$ cat src/rtl/core/u8u16_pkg.sv
// Shared types and constants for the UTF-8 to UTF-16 decoder.
// No dependencies.
`timescale 1ns / 1ps

package u8u16_pkg;

    // Error codes carried on error beats
    typedef enum logic [2:0] {
        ERR_NONE      = 3'd0,
        ERR_BAD_LEAD  = 3'd1,
        ERR_TRUNCATED = 3'd2,
        ERR_BAD_CONT  = 3'd3,
        ERR_OVERLONG  = 3'd4,
        ERR_SCALAR    = 3'd5
    } err_code_t;

    // One result beat
    typedef struct packed {
        logic [15:0] code_unit;
        err_code_t   error_code;
        logic [31:0] error_offset;
        logic        string_done;
        logic        run_last;
    } item_t;

    // Results produced by one input byte
    typedef struct packed {
        logic [1:0] count;
        item_t      first;
        item_t      second;
    } step_t;

    // Result queue depth
    localparam int QDEPTH = 4;

    // Scalar limits
    localparam logic [20:0] SCALAR_MAX  = 21'h10FFFF;
    localparam logic [20:0] SURR_LO     = 21'h00D800;
    localparam logic [20:0] SURR_HI     = 21'h00DFFF;
    localparam logic [20:0] BMP_MAX     = 21'h00FFFF;
    localparam logic [20:0] SUPP_BASE   = 21'h010000;
    localparam logic [20:0] MIN_LEN2    = 21'h000080;
    localparam logic [20:0] MIN_LEN3    = 21'h000800;
    localparam logic [15:0] HIGH_SURR   = 16'hD800;
    localparam logic [15:0] LOW_SURR    = 16'hDC00;

    // Lead byte bounds
    localparam logic [7:0] LEAD_MIN     = 8'hC2;
    localparam logic [7:0] LEAD_MAX     = 8'hF4;
    localparam logic [7:0] LEAD2_MAX    = 8'hDF;
    localparam logic [7:0] LEAD3_MAX    = 8'hEF;

    // Sequence lengths
    localparam logic [2:0] LEN_IDLE     = 3'd0;
    localparam logic [2:0] LEN_TWO      = 3'd2;
    localparam logic [2:0] LEN_THREE    = 3'd3;
    localparam logic [2:0] LEN_FOUR     = 3'd4;

endpackage

$ cat src/rtl/core/u8u16_channels.sv
// Valid/ready channel interfaces for the decoder: UTF-8 byte input and
// UTF-16 result output. No dependencies.
`timescale 1ns / 1ps

interface u8u16_in_if;
    logic       valid;
    logic       ready;
    logic [7:0] in_byte;
    logic       string_end;

    modport source (output valid, output in_byte, output string_end, input ready);
    modport sink   (input valid, input in_byte, input string_end, output ready);
endinterface

interface u8u16_out_if;
    logic        valid;
    logic        ready;
    logic [15:0] code_unit;
    logic [2:0]  error_code;
    logic [31:0] error_offset;
    logic        string_done;
    logic        run_last;

    modport source (output valid, output code_unit, output error_code,
                    output error_offset, output string_done, output run_last,
                    input ready);
    modport sink   (input valid, input code_unit, input error_code,
                    input error_offset, input string_done, input run_last,
                    output ready);
endinterface

$ cat src/rtl/core/utf8_to_utf16_validating_decoder.sv
// Strict UTF-8 to UTF-16 decoder. An accepted beat passes the input register, then
// the result queue, before its first result shows. Throughput: one byte per cycle
// while the queue has room for two beats; a four-byte scalar emits two units, and
// the single output port then sets the pace at one unit per cycle.
// Reset (rst_n low, asynchronous) empties both stages and returns the decoder
// to the start of a string with offset zero.
`timescale 1ns / 1ps

module utf8_to_utf16_validating_decoder #(
    parameter int OFFSET_BITS = 32
) (
    input  logic               clk,
    input  logic               rst_n,
    u8u16_in_if.sink           utf8,
    u8u16_out_if.source        utf16
);

    localparam int QD = u8u16_pkg::QDEPTH;
    localparam int PW = $clog2(u8u16_pkg::QDEPTH);
    localparam int CW = $clog2(u8u16_pkg::QDEPTH + 1);

    // Input register
    logic       valid_reg;
    logic [7:0] byte_reg;
    logic       end_reg;

    // Result queue
    u8u16_pkg::item_t q_mem [QD];
    logic [PW-1:0]    wr_ptr_reg, wr_ptr_next;
    logic [PW-1:0]    rd_ptr_reg, rd_ptr_next;
    logic [CW-1:0]    count_reg,  count_next;

    u8u16_pkg::step_t step;
    logic             room;
    logic             advance;
    logic             pop;
    logic [1:0]       push;
    u8u16_pkg::item_t head;

    // Room for the two beats a byte can produce
    assign room       = (count_reg <= CW'(QD - 2));
    assign advance    = valid_reg && room;
    assign utf8.ready = !valid_reg || room;
    assign pop        = utf16.valid && utf16.ready;
    assign push       = advance ? step.count : 2'd0;

    u8u16_core #(
        .OFFSET_BITS (OFFSET_BITS)
    ) u_core (
        .clk        (clk),
        .rst_n      (rst_n),
        .fire       (advance),
        .in_byte    (byte_reg),
        .string_end (end_reg),
        .step       (step)
    );

    // Input register
    always_ff @(posedge clk or negedge rst_n)
    begin
        if (!rst_n) begin
            valid_reg <= 1'b0;
        end else if (utf8.ready) begin
            valid_reg <= utf8.valid;
        end
    end

    always_ff @(posedge clk)
    begin
        if (utf8.valid && utf8.ready) begin
            byte_reg <= utf8.in_byte;
            end_reg  <= utf8.string_end;
        end
    end

    // Queue pointers and fill count
    always_comb
    begin
        wr_ptr_next = wr_ptr_reg + PW'(push);
        rd_ptr_next = pop ? rd_ptr_reg + PW'(1) : rd_ptr_reg;
        count_next  = count_reg + CW'(push) - CW'(pop);
    end

    always_ff @(posedge clk or negedge rst_n)
    begin
        if (!rst_n) begin
            wr_ptr_reg <= '0;
            rd_ptr_reg <= '0;
            count_reg  <= '0;
        end else begin
            wr_ptr_reg <= wr_ptr_next;
            rd_ptr_reg <= rd_ptr_next;
            count_reg  <= count_next;
        end
    end

    // Queue storage
    always_ff @(posedge clk)
    begin
        if (push != 2'd0) begin
            q_mem[wr_ptr_reg] <= step.first;
        end
        if (push == 2'd2) begin
            q_mem[wr_ptr_reg + PW'(1)] <= step.second;
        end
    end

    // Output beat
    assign head               = q_mem[rd_ptr_reg];
    assign utf16.valid        = (count_reg != '0);
    assign utf16.code_unit    = head.code_unit;
    assign utf16.error_code   = head.error_code;
    assign utf16.error_offset = head.error_offset;
    assign utf16.string_done  = head.string_done;
    assign utf16.run_last     = head.run_last;

endmodule

$ cat src/rtl/core/u8u16_core.sv
// Per-byte UTF-8 decode step: sequence state registers and the single-pass
// decode logic producing up to two result beats. Depends on u8u16_pkg.
`timescale 1ns / 1ps

module u8u16_core #(
    parameter int OFFSET_BITS = 32
) (
    input  logic                clk,
    input  logic                rst_n,
    input  logic                fire,
    input  logic [7:0]          in_byte,
    input  logic                string_end,
    output u8u16_pkg::step_t    step
);

    localparam int OB  = OFFSET_BITS;
    localparam int OBP = OFFSET_BITS + 1;

    // Sequence state
    logic [OB-1:0] byte_offset_reg, byte_offset_next;
    logic [OB-1:0] seq_start_reg,   seq_start_next;
    logic [20:0]   accum_reg,       accum_next;
    logic [2:0]    seq_len_reg,     seq_len_next;
    logic [2:0]    taken_reg,       taken_next;
    logic          bad_pend_reg,    bad_pend_next;
    logic [1:0]    bad_idx_reg,     bad_idx_next;
    logic          drop_reg,        drop_next;

    logic [OB-1:0]          err_off;
    logic [OBP-1:0]         cont_sum;
    logic [31:0]            err_off32;
    u8u16_pkg::err_code_t   err;
    logic [20:0]            minimum;
    logic [20:0]            supp;
    logic [1:0]             n_units;
    logic [15:0]            unit0;
    logic [15:0]            unit1;

    // Clamp reported offset to the 32-bit port
    if (OB > 32) begin : g_clamp
        assign err_off32 = (|err_off[OB-1:32]) ? 32'hFFFF_FFFF : err_off[31:0];
    end else begin : g_extend
        assign err_off32 = 32'(err_off);
    end

    // Decode step and next state
    always_comb
    begin
        byte_offset_next = byte_offset_reg;
        seq_start_next   = seq_start_reg;
        accum_next       = accum_reg;
        seq_len_next     = seq_len_reg;
        taken_next       = taken_reg;
        bad_pend_next    = bad_pend_reg;
        bad_idx_next     = bad_idx_reg;
        drop_next        = drop_reg;
        err              = u8u16_pkg::ERR_NONE;
        err_off          = '0;
        n_units          = 2'd0;
        unit0            = '0;
        unit1            = '0;
        minimum          = u8u16_pkg::SUPP_BASE;
        supp             = '0;
        cont_sum         = '0;

        if (drop_reg) begin
            // rest of a failed string: nothing out
        end else if (seq_len_reg == u8u16_pkg::LEN_IDLE) begin
            if (in_byte[7] == 1'b0) begin
                n_units = 2'd1;
                unit0   = 16'(in_byte);
            end else if (in_byte inside {[u8u16_pkg::LEAD_MIN:u8u16_pkg::LEAD_MAX]}) begin
                if (in_byte <= u8u16_pkg::LEAD2_MAX) begin
                    seq_len_next = u8u16_pkg::LEN_TWO;
                    accum_next   = 21'(in_byte[4:0]);
                end else if (in_byte <= u8u16_pkg::LEAD3_MAX) begin
                    seq_len_next = u8u16_pkg::LEN_THREE;
                    accum_next   = 21'(in_byte[3:0]);
                end else begin
                    seq_len_next = u8u16_pkg::LEN_FOUR;
                    accum_next   = 21'(in_byte[2:0]);
                end
                seq_start_next = byte_offset_reg;
                taken_next     = 3'd1;
                if (string_end) begin
                    err     = u8u16_pkg::ERR_TRUNCATED;
                    err_off = byte_offset_reg;
                end
            end else begin
                err     = u8u16_pkg::ERR_BAD_LEAD;
                err_off = byte_offset_reg;
            end
        end else begin
            // continuation byte: remember the first bad one
            if (in_byte[7:6] != 2'b10 && !bad_pend_reg) begin
                bad_pend_next = 1'b1;
                bad_idx_next  = taken_reg[1:0];
            end
            accum_next = {accum_reg[14:0], in_byte[5:0]};
            taken_next = taken_reg + 3'd1;
            case (seq_len_reg)
                u8u16_pkg::LEN_TWO:   minimum = u8u16_pkg::MIN_LEN2;
                u8u16_pkg::LEN_THREE: minimum = u8u16_pkg::MIN_LEN3;
                default:              minimum = u8u16_pkg::SUPP_BASE;
            endcase
            cont_sum = {1'b0, seq_start_reg} + OBP'(bad_idx_next);
            supp     = accum_next - u8u16_pkg::SUPP_BASE;
            if (taken_next >= seq_len_reg) begin
                if (bad_pend_next) begin
                    err     = u8u16_pkg::ERR_BAD_CONT;
                    err_off = cont_sum[OB] ? '1 : cont_sum[OB-1:0];
                end else if (accum_next < minimum) begin
                    err     = u8u16_pkg::ERR_OVERLONG;
                    err_off = seq_start_reg;
                end else if (accum_next > u8u16_pkg::SCALAR_MAX ||
                             (accum_next >= u8u16_pkg::SURR_LO &&
                              accum_next <= u8u16_pkg::SURR_HI)) begin
                    err     = u8u16_pkg::ERR_SCALAR;
                    err_off = seq_start_reg;
                end else if (accum_next <= u8u16_pkg::BMP_MAX) begin
                    n_units = 2'd1;
                    unit0   = accum_next[15:0];
                end else begin
                    n_units = 2'd2;
                    unit0   = u8u16_pkg::HIGH_SURR | 16'(supp[19:10]);
                    unit1   = u8u16_pkg::LOW_SURR | 16'(supp[9:0]);
                end
                // sequence complete
                seq_start_next = '0;
                accum_next     = '0;
                seq_len_next   = u8u16_pkg::LEN_IDLE;
                taken_next     = '0;
                bad_pend_next  = 1'b0;
                bad_idx_next   = '0;
            end else if (string_end) begin
                err     = u8u16_pkg::ERR_TRUNCATED;
                err_off = seq_start_reg;
            end
        end

        // an error ends the sequence and drops the rest of the string
        if (err != u8u16_pkg::ERR_NONE) begin
            n_units        = 2'd1;
            seq_start_next = '0;
            accum_next     = '0;
            seq_len_next   = u8u16_pkg::LEN_IDLE;
            taken_next     = '0;
            bad_pend_next  = 1'b0;
            bad_idx_next   = '0;
            drop_next      = 1'b1;
        end

        // offset: saturating count, cleared at string end with all state
        if (string_end) begin
            byte_offset_next = '0;
            seq_start_next   = '0;
            accum_next       = '0;
            seq_len_next     = u8u16_pkg::LEN_IDLE;
            taken_next       = '0;
            bad_pend_next    = 1'b0;
            bad_idx_next     = '0;
            drop_next        = 1'b0;
        end else if (byte_offset_reg != '1) begin
            byte_offset_next = byte_offset_reg + OB'(1);
        end
    end

    // Result beats
    always_comb
    begin
        step.count = n_units;
        if (err != u8u16_pkg::ERR_NONE) begin
            step.first.code_unit    = '0;
            step.first.error_code   = err;
            step.first.error_offset = err_off32;
            step.first.string_done  = 1'b1;
            step.first.run_last     = 1'b1;
        end else begin
            step.first.code_unit    = unit0;
            step.first.error_code   = u8u16_pkg::ERR_NONE;
            step.first.error_offset = '0;
            step.first.string_done  = string_end && (n_units == 2'd1);
            step.first.run_last     = (n_units == 2'd1);
        end
        step.second.code_unit    = unit1;
        step.second.error_code   = u8u16_pkg::ERR_NONE;
        step.second.error_offset = '0;
        step.second.string_done  = string_end;
        step.second.run_last     = 1'b1;
    end

    // State registers
    always_ff @(posedge clk or negedge rst_n)
    begin
        if (!rst_n) begin
            byte_offset_reg <= '0;
            seq_start_reg   <= '0;
            accum_reg       <= '0;
            seq_len_reg     <= u8u16_pkg::LEN_IDLE;
            taken_reg       <= '0;
            bad_pend_reg    <= 1'b0;
            bad_idx_reg     <= '0;
            drop_reg        <= 1'b0;
        end else if (fire) begin
            byte_offset_reg <= byte_offset_next;
            seq_start_reg   <= seq_start_next;
            accum_reg       <= accum_next;
            seq_len_reg     <= seq_len_next;
            taken_reg       <= taken_next;
            bad_pend_reg    <= bad_pend_next;
            bad_idx_reg     <= bad_idx_next;
            drop_reg        <= drop_next;
        end
    end

endmodule

$ cat src/flat_wrapper.sv
// flat-port wrapper written by rule: the top's interface ports become plain ports
module utf8_to_utf16_validating_decoder_flat 
#(
    parameter int OFFSET_BITS = 32
)
  (clk, rst_n, utf8_valid, utf8_in_byte, utf8_string_end, utf8_ready, utf16_valid, utf16_code_unit, utf16_error_code, utf16_error_offset, utf16_string_done, utf16_run_last, utf16_ready);
  u8u16_in_if utf8_i ();
  u8u16_out_if utf16_i ();
  input  logic clk;
  input  logic rst_n;
  input wire logic [$bits(utf8_i.valid)-1:0] utf8_valid;
  input wire logic [$bits(utf8_i.in_byte)-1:0] utf8_in_byte;
  input wire logic [$bits(utf8_i.string_end)-1:0] utf8_string_end;
  output wire logic [$bits(utf8_i.ready)-1:0] utf8_ready;
  output wire logic [$bits(utf16_i.valid)-1:0] utf16_valid;
  output wire logic [$bits(utf16_i.code_unit)-1:0] utf16_code_unit;
  output wire logic [$bits(utf16_i.error_code)-1:0] utf16_error_code;
  output wire logic [$bits(utf16_i.error_offset)-1:0] utf16_error_offset;
  output wire logic [$bits(utf16_i.string_done)-1:0] utf16_string_done;
  output wire logic [$bits(utf16_i.run_last)-1:0] utf16_run_last;
  input wire logic [$bits(utf16_i.ready)-1:0] utf16_ready;
  assign utf8_i.valid = utf8_valid;
  assign utf8_i.in_byte = utf8_in_byte;
  assign utf8_i.string_end = utf8_string_end;
  assign utf8_ready = utf8_i.ready;
  assign utf16_valid = utf16_i.valid;
  assign utf16_code_unit = utf16_i.code_unit;
  assign utf16_error_code = utf16_i.error_code;
  assign utf16_error_offset = utf16_i.error_offset;
  assign utf16_string_done = utf16_i.string_done;
  assign utf16_run_last = utf16_i.run_last;
  assign utf16_i.ready = utf16_ready;
  utf8_to_utf16_validating_decoder #(.OFFSET_BITS(OFFSET_BITS)) u_core (.clk(clk), .rst_n(rst_n), .utf8(utf8_i), .utf16(utf16_i));
endmodule
$ cat config.mk
export PLATFORM = sky130hd
export DESIGN_NAME = utf8_to_utf16_validating_decoder_flat
export DESIGN_NICKNAME = d
export VERILOG_FILES = /design/src/rtl/core/u8u16_pkg.sv /design/src/rtl/core/u8u16_channels.sv /design/src/rtl/core/utf8_to_utf16_validating_decoder.sv /design/src/rtl/core/u8u16_core.sv /design/src/flat_wrapper.sv
export SDC_FILE = /design/constraint.sdc
export NUM_CORES = 1
export LEC_CHECK = 0
export BUFFER_PORTS_ARGS = -buffer_cell sky130_fd_sc_hd__buf_2
export CORE_MARGIN = 5
export CORE_UTILIZATION = 55
export DETAILED_ROUTE_END_ITERATION = 10
export PLACE_DENSITY = 0.72
export RECOVER_POWER = 25
export SLEW_MARGIN = 10
export SYNTH_ARGS = -nofsm -noshare
export SYNTH_HDL_FRONTEND = slang
export SYNTH_HIERARCHICAL = 1
export SYNTH_SLANG_ARGS = --single-unit
$ cat constraint.sdc
create_clock -name clk -period 10.9 [get_ports clk]
set_clock_uncertainty 0.05 [all_clocks]
set_input_delay 1.09 -clock clk [delete_from_list [all_inputs] [get_ports clk]]
set_output_delay 1.09 -clock clk [all_outputs]
set_load 0.03 [all_outputs]
==> flow_summary_export.csv, run 1 <==
group,metric,value,unit
outcome,status,"finished, violations left",
outcome,violations,"max-capacitance violations, max-slew violations",
cts,htreeDepth,2,
timing,fin_setup_tns,0,ns
critical_path,crit_top_cell,"clkbuf_1",
power_and_ir_drop,p_sw_share,37.8,%
power_and_ir_drop,p_per_area,233,nW/µm²
synthesis,synthXorXnorAreaFrac,1.54,%
timing,hold_violations,0,
cts,clockBufferDepth,3,
synthesis,netlist-cell-type-count,75,
route,drcViolationCount,0,
finish,largest_reg_flops,212,
cts,cts-root-buf,"clkbuf_16",
power_and_ir_drop,p_leak,7.43,nW
power_and_ir_drop,power.internal,2.77,mW
timing,period_needed,5.41,ns
timing,fin_ws,5.49,ns
place,dp_hpwl,25.6,mm
synthesis,synth_compound_area_share,9.21,%
timing,fin_hold_ws,0.450,ns
synthesis,avgSynthCellArea,12.9,µm²
synthesis,synthAdderAreaFrac,1.22,%
cts,cts_setup_buffers,0,
critical_path,critical_path.top_delay_family,"buffers and inverters",
place,io_buffers,67,
finish,multi_input_area,7900,µm²
route,wl_per_cell,22.3,µm
critical_path,r2r_end,"u_core/q_mem[2][19]",
place,place_worst_setup_slack,5.70,ns
power_and_ir_drop,pwr-share-comb,36.3,%
cts,insertion_delay,0.52,ns
timing,clock.fmax,185,MHz
route,wl,40.8,mm
finish,design_area,19100,µm²
critical_path,path_cells,"clkbuf_1 -> clkbuf_1",
synthesis,synth_top_cell_by_area,"edfxtp_1",
hold_path,holdPathStages,1,
finish,seq_area,9060,µm²
critical_path,regToRegSetupSlack,5.61,ns
finish,area_delta_synth_final,8.14,%
route,firstDrtPassIters,6,
hold_path,hold_path.class,"flip-flop to flip-flop",
route,first_iter_violations,1077,
critical_path,critPathMaxStageDelay,2.88,ns
hold_path,whs_endpoint,"u_core/u_core/bad_idx_reg[0]",
timing,slew_viol_final,104,
synthesis,yosysTopAreaCellShare,37.5,%
critical_path,cp-end-kind,"async pin",
synthesis,syn_area,17700,µm²
synthesis,yosysMostFrequentCell,"edfxtp_1",
synthesis,ys.flop_type,"edfxtp_1",
timing,max_slew_margin,-166,%
cts,cts.clk_slew.worst_paths,0.06,ns
global_route,grt_pass1_wl,65.6,mm
power_and_ir_drop,seqPwrFrac,38.0,%
place,gp_congestion,0.921,
synthesis,ys_top_cells_by_area,"edfxtp_1, dfrtp_1, mux2_2, mux4_2, nand2_1",
global_route,grt.total_usage,22.8,%
power_and_ir_drop,power.share.clock,25.7,%
global_route,grt_max_degree,76,
critical_path,cp.required,10.54,ns
critical_path,arrival,5.05,ns
place,dpl_cell_area,18000,µm²
synthesis,ys_seq_area_share,51.3,%
critical_path,critPathKind,"primary input to async pin",
synthesis,synth_top_family_by_area,"multiplexers",
synthesis,synth-simple-area-share,10.9,%
floorplan,die_h,189,µm
cts,cts-buffers-inserted,35,
floorplan,io_pins,68,
route,antenna_left,0,
synthesis,yosys_warnings,6,
critical_path,start_kind,"primary input",
finish,fillers,2431,
cts,post_cts_resized,0,
timing,worst-slew-pin-transition,3.99,ns
cts,clock-sinks,318,
finish,n_antenna_cell,0,
critical_path,path_max_fanout,75,
finish,layout.nets,1431,
timing,rsz0062_at_grt,"no",
route,vias,11700,
cts,cts_tree,"built",
critical_path,slowest_stage,"clkbuf_1",
floorplan,num_rows,65,
job,maxCapViolCount,2,
global_route,antenna_found_initial,0,
critical_path,rr_worst_depth,13,
global_route,grt-ovfl-total,0,
timing,finalCritPeriodShare,49.6,%
synthesis,synthArstFlopShare,30.5,%
floorplan,fp.coreArea,31600,µm²
floorplan,dieArea,35800,µm²
critical_path,r2r_start,"u_core/u_core/taken_reg[0]",
critical_path,path_buf_inv,2,
synthesis,synth_commonest_cells,"edfxtp_1, mux2_2, nand2_1",
synthesis,synthMuxAreaShare,20.7,%
power_and_ir_drop,p_sw,1.68,mW
route,viasPerCell,6.38,
floorplan,initial_core_util,55.9,%
global_route,grt_pass1_vias,11600,
finish,drive_gt1_share,28.3,%
synthesis,synthesis.instances,1368,
synthesis,ys_ff_latch,318,
synthesis,synth_edf_count,221,
power_and_ir_drop,ir_drop,0.132,mV
cts,holdBufCountCts,0,
floorplan,fp.dieW,189,µm
hold_path,min_from,"u_core/u_core/bad_idx_reg[0]",
timing,setup_viol,0,
==> worst max-delay path by stage <==
stage,from,to,slack (ns),cells past startpoint
final,rst_n,u_core/u_core/seq_start_reg[22],5.49,2
after global routing,rst_n,u_core/u_core/seq_start_reg[14],4.22,2
after CTS,u_core/u_core/taken_reg[0],u_core/q_mem[2][19],5.61,13
after detailed placement,u_core/u_core/taken_reg[0],u_core/q_mem[2][24],5.70,13
after global placement,u_core/u_core/taken_reg[0],u_core/q_mem[2][30],5.81,13
after floorplan,u_core/u_core/taken_reg[0],u_core/q_mem[1][0],3.68,14
==> power groups by stage <==
stage	registers [mW]	clock network [mW]	logic [mW]
after global routing	1.71	1.22	1.73
after detailed placement	1.72	0	1.63
after CTS	1.69	1.17	1.64
after floorplan	1.63	0	1.28
final	1.69	1.14	1.62
after global placement	1.71	0	1.61
==> stage by stage <==
step / utilization (%) / power (mW) / cells
5_1_grt: 60.4 / 4.67 / 1826
3_3_place_gp: 57.1 / 3.32 / 1767
4_1_cts: 60.6 / 4.50 / 1826
6_report: 60.4 / 4.45 / 1826
2_1_floorplan: - / 2.91 / 1403
3_5_place_dp: 57.1 / 3.34 / 1767
==> layout make-up <==
class                           count  share of cell area (%)
Clock buffer                       47                    5.30
Clock inverter                     12                   0.576
Inverter                           18                   0.353
Multi-Input combinational cell    941                    41.3
Sequential cell                   318                    47.4
Tap cell                          402                    2.63
Timing Repair Buffer               88                    2.40
==> cells in the final DEF (no fill, tap or decap), types with 22 or more instances in the layout <==
master | netlist | layout
edfxtp_1 | 221 | 221
mux2_2 | 198 | 198
nand2_1 | 102 | 102
dfrtp_1 | 97 | 96
nor2_1 | 80 | 80
mux4_2 | 53 | 53
buf_2 | 15 | 49
o21ai_0 | 41 | 41
a22o_1 | 41 | 41
clkbuf_16 | 0 | 37
conb_1 | 2 | 37
a21oi_1 | 35 | 34
clkbuf_1 | 41 | 26
nand3_1 | 26 | 26
and3_1 | 23 | 23
a22oi_1 | 22 | 22
==> routing by layer <==
metal	up-vias	routed length, µm	global-route usage, %
met5	-	0	0
met4	0	917	5.54
met3	67	3120	3.30
met2	480	18700	35.3
met1	5836	18000	34.5
li1	5268	-	-
==> logic make-up after synthesis <==
kind of cell | count (synthesis)
xor gates and xnor gates | 31
AOI/OAI and AO/OA | 227
buffers and inverters | 144
other | 2
DFF | 318
adders and majority gates | 16
and+or+nand+nor | 357
muxes | 273
Note: power is estimated with default switching activity, not from simulation.
==> inputs of run 2 (changes only) <==
Settings changed: PLACE_DENSITY 0.72 to 0.75.
Clock period 10.9 ns to 4.5 ns, I/O delays scaled along.
==> run 2 against run 1 <==
Compared with the run above: the flow still finishes with violations (max-capacitance violations, max-slew violations); setup slack got worse by 5.3 ns; sequential share of layout area down 0.90 points; register-to-register slack lost 5.4 ns; clock power increased by 130%; cell count rose by 1.9%; count of clock-buffer cells in the layout increased by 3; non-clock buffer count rose by 31; first-iteration DRC count grew 22%; sequential power grew 150%; combinational power increased to 2.5 times the previous value; via count grew 2.1%; critical endpoint is now u_core/q_mem[1][18]; largest power group unchanged.
==> flow_summary_export.csv, run 2 (synthesized netlist as in run 1, its figures left out) <==
group,metric,value,unit
timing,slew_viol_final,37,
timing,clock.fmax,233,MHz
power_and_ir_drop,p_leak,7.57,nW
critical_path,crit_top_cell,"ha_1",
timing,max_slew_margin,-27.9,%
cts,clockBufferDepth,3,
timing,hold_violations,0,
timing,finalCritPeriodShare,95.6,%
finish,area_delta_synth_final,10.3,%
cts,cts-buffers-inserted,35,
timing,fin_setup_tns,0,ns
global_route,grt_pass1_wl,67.1,mm
floorplan,initial_core_util,55.9,%
timing,fin_ws,0.199,ns
place,io_buffers,67,
timing,setup_viol,0,
route,wl_per_cell,22.6,µm
finish,seq_area,9070,µm²
finish,final_cell_mix,"edfxtp_1, mux2_2, nand2_1",
global_route,grt.total_usage,23.5,%
route,wl,42.1,mm
route,vias,11900,
finish,multi_input_area,7920,µm²
finish,n_antenna_cell,0,
global_route,grt-ovfl-total,0,
cts,insertion_delay,0.51,ns
place,gp_congestion,0.906,
power_and_ir_drop,p_per_area,559,nW/µm²
finish,largest_reg_flops,212,
timing,period_needed,4.30,ns
finish,drive_gt1_share,29.0,%
route,drcViolationCount,0,
critical_path,path_max_fanout,26,
timing,fin_hold_ws,0.0111,ns
global_route,grt_pass1_vias,11700,
finish,final_common_cell,"edfxtp_1",
finish,final_util,61.6,%
place,dp_hpwl,28.0,mm
cts,clock-sinks,318,
critical_path,start_kind,"flip-flop",
critical_path,arrival,4.51,ns
finish,fin_cells,1861,
global_route,grt_max_degree,63,
critical_path,critPathMaxStageDelay,0.46,ns
route,viasPerCell,6.39,
critical_path,cp-end-kind,"flip-flop",
floorplan,fp.coreArea,31600,µm²
floorplan,die_h,189,µm
outcome,violations,"max-capacitance violations, max-slew violations",
hold_path,hold_path.class,"primary input to async pin",
global_route,antenna_found_initial,0,
outcome,status,"finished, violations left",
place,place_inst,1798,
floorplan,io_pins,68,
cts,holdBufCountCts,0,
critical_path,slowest_stage,"nand4_4",
floorplan,fp.dieW,189,µm
critical_path,critPathKind,"flip-flop to flip-flop",
route,antenna_left,0,
floorplan,num_rows,65,
cts,cts.clk_slew.worst_paths,0.06,ns
critical_path,crit_start,"u_core/u_core/taken_reg[0]",
cts,cts-root-buf,"clkbuf_16",
route,firstDrtPassIters,6,
critical_path,path_cells,"ha_1 -> xor2_1 -> ha_1 -> a21oi_1 -> o21a_1 -> nor3_1 -> a221oi_2 -> o21a_4 -> nand2_1 -> nor2b_1 -> nand4_4 -> buf_12 -> mux2_1",
finish,layout.nets,1462,
timing,rsz0062_at_grt,"no",
cts,htreeDepth,2,
place,place_worst_setup_slack,0.308,ns
timing,worst-slew-pin-transition,1.92,ns
route,first_iter_violations,1316,
cts,post_cts_resized,0,
power_and_ir_drop,ir_drop,0.381,mV
floorplan,dieArea,35800,µm²
finish,fillers,2375,
cts,cts_setup_buffers,0,
job,maxCapViolCount,1,
critical_path,cp.required,4.71,ns
cts,cts_tree,"built",
critical_path,r2r_start,"u_core/u_core/taken_reg[0]",
[run 2: changes by cell type in the layout (fill, tap and decap cells not counted), sizes merged]
| cell | change |
|---|---|
| buf | +18 |
| bufinv | -1 |
| clkbuf | +16 |
| clkinv | +3 |
| inv | -1 |
[run 2: through the flow]
stage	total power, mW	cell area [µm²]
finish	10.9	19500
CTS	11.0	19500
global placement	8.23	18500
global route	11.4	19500
floorplan	7.07	17900
detailed placement	8.32	18500
[run 2: worst max-delay path, delay by kind of cell, from the launching register on]
kind	cells	cell delay [ns]
adder cells (fa/ha/maj)	2	0.54
flip-flops	1	0.42
buffers and inverters	1	0.35
AO/OA/AOI/OAI	4	1.05
multiplexers	1	0.33
XOR/XNOR	1	0.15
AND/OR/NAND/NOR	4	1.15
[run 2: area by class of cell]
cell class                      instances  share of cell area [%]
Timing Repair Buffer                  119                    4.46
Inverter                               18                   0.347
Sequential cell                       318                    46.5
Clock buffer                           50                    4.99
Multi-Input combinational cell        941                    40.7
Clock inverter                         13                   0.456
Tap cell                              402                    2.58
[run 2: metal layers]
layer,GRT usage [%],vias to the layer above,share of wire (%)
li1,-,5352,-
met1,35.0,5939,43
met2,36.4,517,46
met3,3.98,88,8.5
met4,6.07,0,2.4
met5,0,-,0
[run 2: worst paths after layout]
kind	endpoint	slack [ns]	cells after the start
max	u_core/q_mem[1][18]	0.20	13
min	u_core/u_core/bad_idx_reg[1]	0.01	1
max reg2reg	u_core/q_mem[1][18]	0.20	13
min reg2reg	u_core/u_core/bad_idx_reg[0]	0.46	1
max in group asynchronous	u_core/u_core/seq_start_reg[15]	2.11	2
min in group clk	u_core/byte_reg[5]	0.07	1
[run 2: report_power, final]
group,internal (mW),leakage [nW],switching (mW)
registers,3.71,3.39,0.465
clock network,1.51,0.525,1.13
logic,1.49,3.66,2.58
total,6.72,7.57,4.18
==> inputs of run 3 (changes only) <==
--- a/config.mk
+++ b/config.mk
@@ -11,3 +11,3 @@
 export DETAILED_ROUTE_END_ITERATION = 10
-export PLACE_DENSITY = 0.75
+export PLACE_DENSITY = 0.86
 export RECOVER_POWER = 25
==> constraint.sdc (replaced) <==
create_clock -name clk -period 4.5 [get_ports clk]
set_clock_uncertainty 0.05 [all_clocks]
set_input_delay 0.225 -clock clk [delete_from_list [all_inputs] [get_ports clk]]
set_output_delay 0.225 -clock clk [all_outputs]
set_load 0.03 [all_outputs]
==> run 3 against run 2 <==
Compared with the run above: via count grew 1.8%; cell area shrank 0.71%; clock power shrank 7%; global-route usage shrank 0.13 points; register-to-register slack gained 0.07 ns; largest power group unchanged; the run still ends with max-capacitance violations, max-slew violations left; critical endpoint is now u_core/count_reg[2]; power shrank 2.3%.
==> flow_summary_export.csv, run 3 (synthesized netlist as in run 1, its figures left out) <==
group,metric,value,unit
critical_path,critPathKind,"flip-flop to flip-flop",
finish,n_antenna_cell,0,
finish,final_cell_mix,"edfxtp_1, mux2_2, nand2_1",
power_and_ir_drop,seqPwrFrac,38.6,%
outcome,violations,"max-capacitance violations, max-slew violations",
route,vias,12100,
finish,fillers,2284,
cts,cts_setup_buffers,0,
timing,fin_ws,0.271,ns
hold_path,hold_path.class,"primary input to flip-flop",
floorplan,fp.coreArea,31600,µm²
cts,clock-sinks,318,
route,viasPerCell,6.52,
global_route,grt-ovfl-total,0,
cts,holdBufCountCts,11,
floorplan,dieArea,35800,µm²
timing,setup_viol,0,
power_and_ir_drop,pwr-share-comb,38.3,%
global_route,antenna_found_initial,0,
power_and_ir_drop,p_sw_share,38.7,%
power_and_ir_drop,power.share.clock,23.1,%
critical_path,start_kind,"flip-flop",
cts,insertion_delay,0.56,ns
job,maxCapViolCount,2,
critical_path,crit_start,"u_core/u_core/taken_reg[0]",
route,wl,42.4,mm
power_and_ir_drop,p_total,10.6,mW
route,firstDrtPassIters,8,
route,antenna_left,0,
timing,rsz0062_at_grt,"no",
floorplan,fp.dieW,189,µm
critical_path,crit_top_cell,"ha_1",
finish,area_delta_synth_final,9.48,%
finish,drive_gt1_share,27.4,%
global_route,grt_pass1_vias,12200,
critical_path,slowest_stage,"dfrtp_1",
route,first_iter_violations,1391,
timing,slew_viol_final,64,
critical_path,critPathMaxStageDelay,0.43,ns
cts,clockBufferDepth,3,
timing,period_needed,4.23,ns
timing,worst-slew-pin-transition,1.96,ns
floorplan,initial_core_util,55.9,%
finish,final_common_cell,"edfxtp_1",
cts,htreeDepth,1,
power_and_ir_drop,ir_drop,0.352,mV
power_and_ir_drop,p_per_area,550,nW/µm²
global_route,globalRouteMet1Util,33.9,%
critical_path,arrival,4.66,ns
global_route,grt_max_degree,64,
route,wl_per_cell,22.9,µm
critical_path,path_max_fanout,10,
cts,post_cts_resized,0,
critical_path,r2r_start,"u_core/u_core/taken_reg[0]",
timing,finalCritPeriodShare,94.0,%
cts,cts.clk_slew.worst_paths,0.06,ns
power_and_ir_drop,p_leak,7.48,nW
timing,max_slew_margin,-30.4,%
place,io_buffers,67,
place,dp_hpwl,27.4,mm
global_route,grt_pass1_wl,68.4,mm
power_and_ir_drop,p_sw,4.11,mW
power_and_ir_drop,power.internal,6.52,mW
critical_path,cp-end-kind,"flip-flop",
global_route,use_met3,2.91,%
global_route,top_usage_layer,"met2",
global_route,grt.total_usage,23.4,%
cts,cts-buffers-inserted,31,
critical_path,cp.required,4.93,ns
floorplan,num_rows,65,
outcome,status,"finished, violations left",
timing,hold_violations,0,
finish,largest_reg_flops,212,
floorplan,io_pins,68,
finish,layout.nets,1460,
route,drcViolationCount,0,
hold_path,min_from,"utf16_ready",
place,gp_congestion,0.916,
global_route,use_met2,38.1,%
floorplan,die_h,189,µm
critical_path,path_cells,"ha_1 -> xor2_1 -> ha_1 -> nand2_1 -> o21a_1 -> nor2_1 -> nand2_1 -> nor4_1 -> nor2_1 -> nand2_1 -> and3_1 -> inv_1 -> ha_1 -> inv_1 -> ha_1 -> fa_1 -> xnor2_1 -> xnor2_1",
timing,clock.fmax,236,MHz
cts,cts_tree,"built",
cts,cts-root-buf,"clkbuf_16",
place,place_worst_setup_slack,0.387,ns
==> run 3: cell count changes in the layout (fill, tap and decap cells not counted), sizes merged <==
cell,delta
buf,-17
dlygate4sd3,+11
clkinv,-10
clkbuf,+6
clkinvlp,+3
bufinv,+1
inv,+1
==> run 3: cell type report <==
type / instances / area [µm²] / share of cell area [%]
flip-flops and latches: 318 / 9060 / 46.8
multi-input cells: 941 / 7920 / 40.9
clock buffers: 48 / 880 / 4.54
repair buffers: 121 / 851 / 4.40
well taps: 402 / 503 / 2.60
clock inverters: 8 / 70.1 / 0.362
inverters: 18 / 67.6 / 0.349
==> run 3: final timing paths <==
path / to / slack (ns) / depth (start not counted)
min reg2reg: u_core/u_core/bad_idx_reg[0] / 0.46 / 1
min in group asynchronous: u_core/count_reg[0] / 0.27 / 2
max reg2reg: u_core/count_reg[2] / 0.27 / 18
max: u_core/count_reg[2] / 0.27 / 18
min: u_core/rd_ptr_reg[1] / 0.06 / 4
max in group asynchronous: u_core/u_core/byte_offset_reg[5] / 1.78 / 3
==> run 3: layer usage <==
metal | vias to the layer above | part of all wire [%]
met2 | 671 | 48
met5 | - | 0
met1 | 6034 | 41
met3 | 82 | 8.9
li1 | 5323 | -
met4 | 0 | 2.3
==> run 3: metrics by stage <==
| step | util [%] | hold WS (ns) | instance area, µm² | TNS, ns | std cells |
|---|---|---|---|---|---|
| 6_report | 61.2 | 0.0646 | 19400 | 0 | 1856 |
| 5_1_grt | 61.2 | 0.0869 | 19400 | 0 | 1856 |
| 4_1_cts | 61.4 | 0.0687 | 19400 | 0 | 1856 |
| 3_5_place_dp | 58.1 | 0.340 | 18400 | 0 | 1789 |
| 3_3_place_gp | 58.1 | 0.322 | 18400 | 0 | 1789 |
| 2_1_floorplan | - | -0.121 | 17900 | -3.37 | 1403 |
==> run 3: worst max-delay path, delay by kind of cell (launching register included) <==
family | cells | cell delay [ns]
adders and majority gates | 5 | 1.39
buffers and inverters | 2 | 0.09
and+or+nand+nor | 7 | 1.44
xor gates and xnor gates | 3 | 0.46
AOI/OAI and AO/OA | 1 | 0.30
DFF | 1 | 0.43
==> run 3: power groups by stage <==
stage	Combinational [mW]	Sequential [mW]	Clock, mW
after floorplan	3.15	3.92	0
after global placement	3.97	4.13	0
after detailed placement	4.06	4.17	0
after CTS	4.10	4.11	2.49
after global routing	4.31	4.16	2.61
final	4.07	4.11	2.46
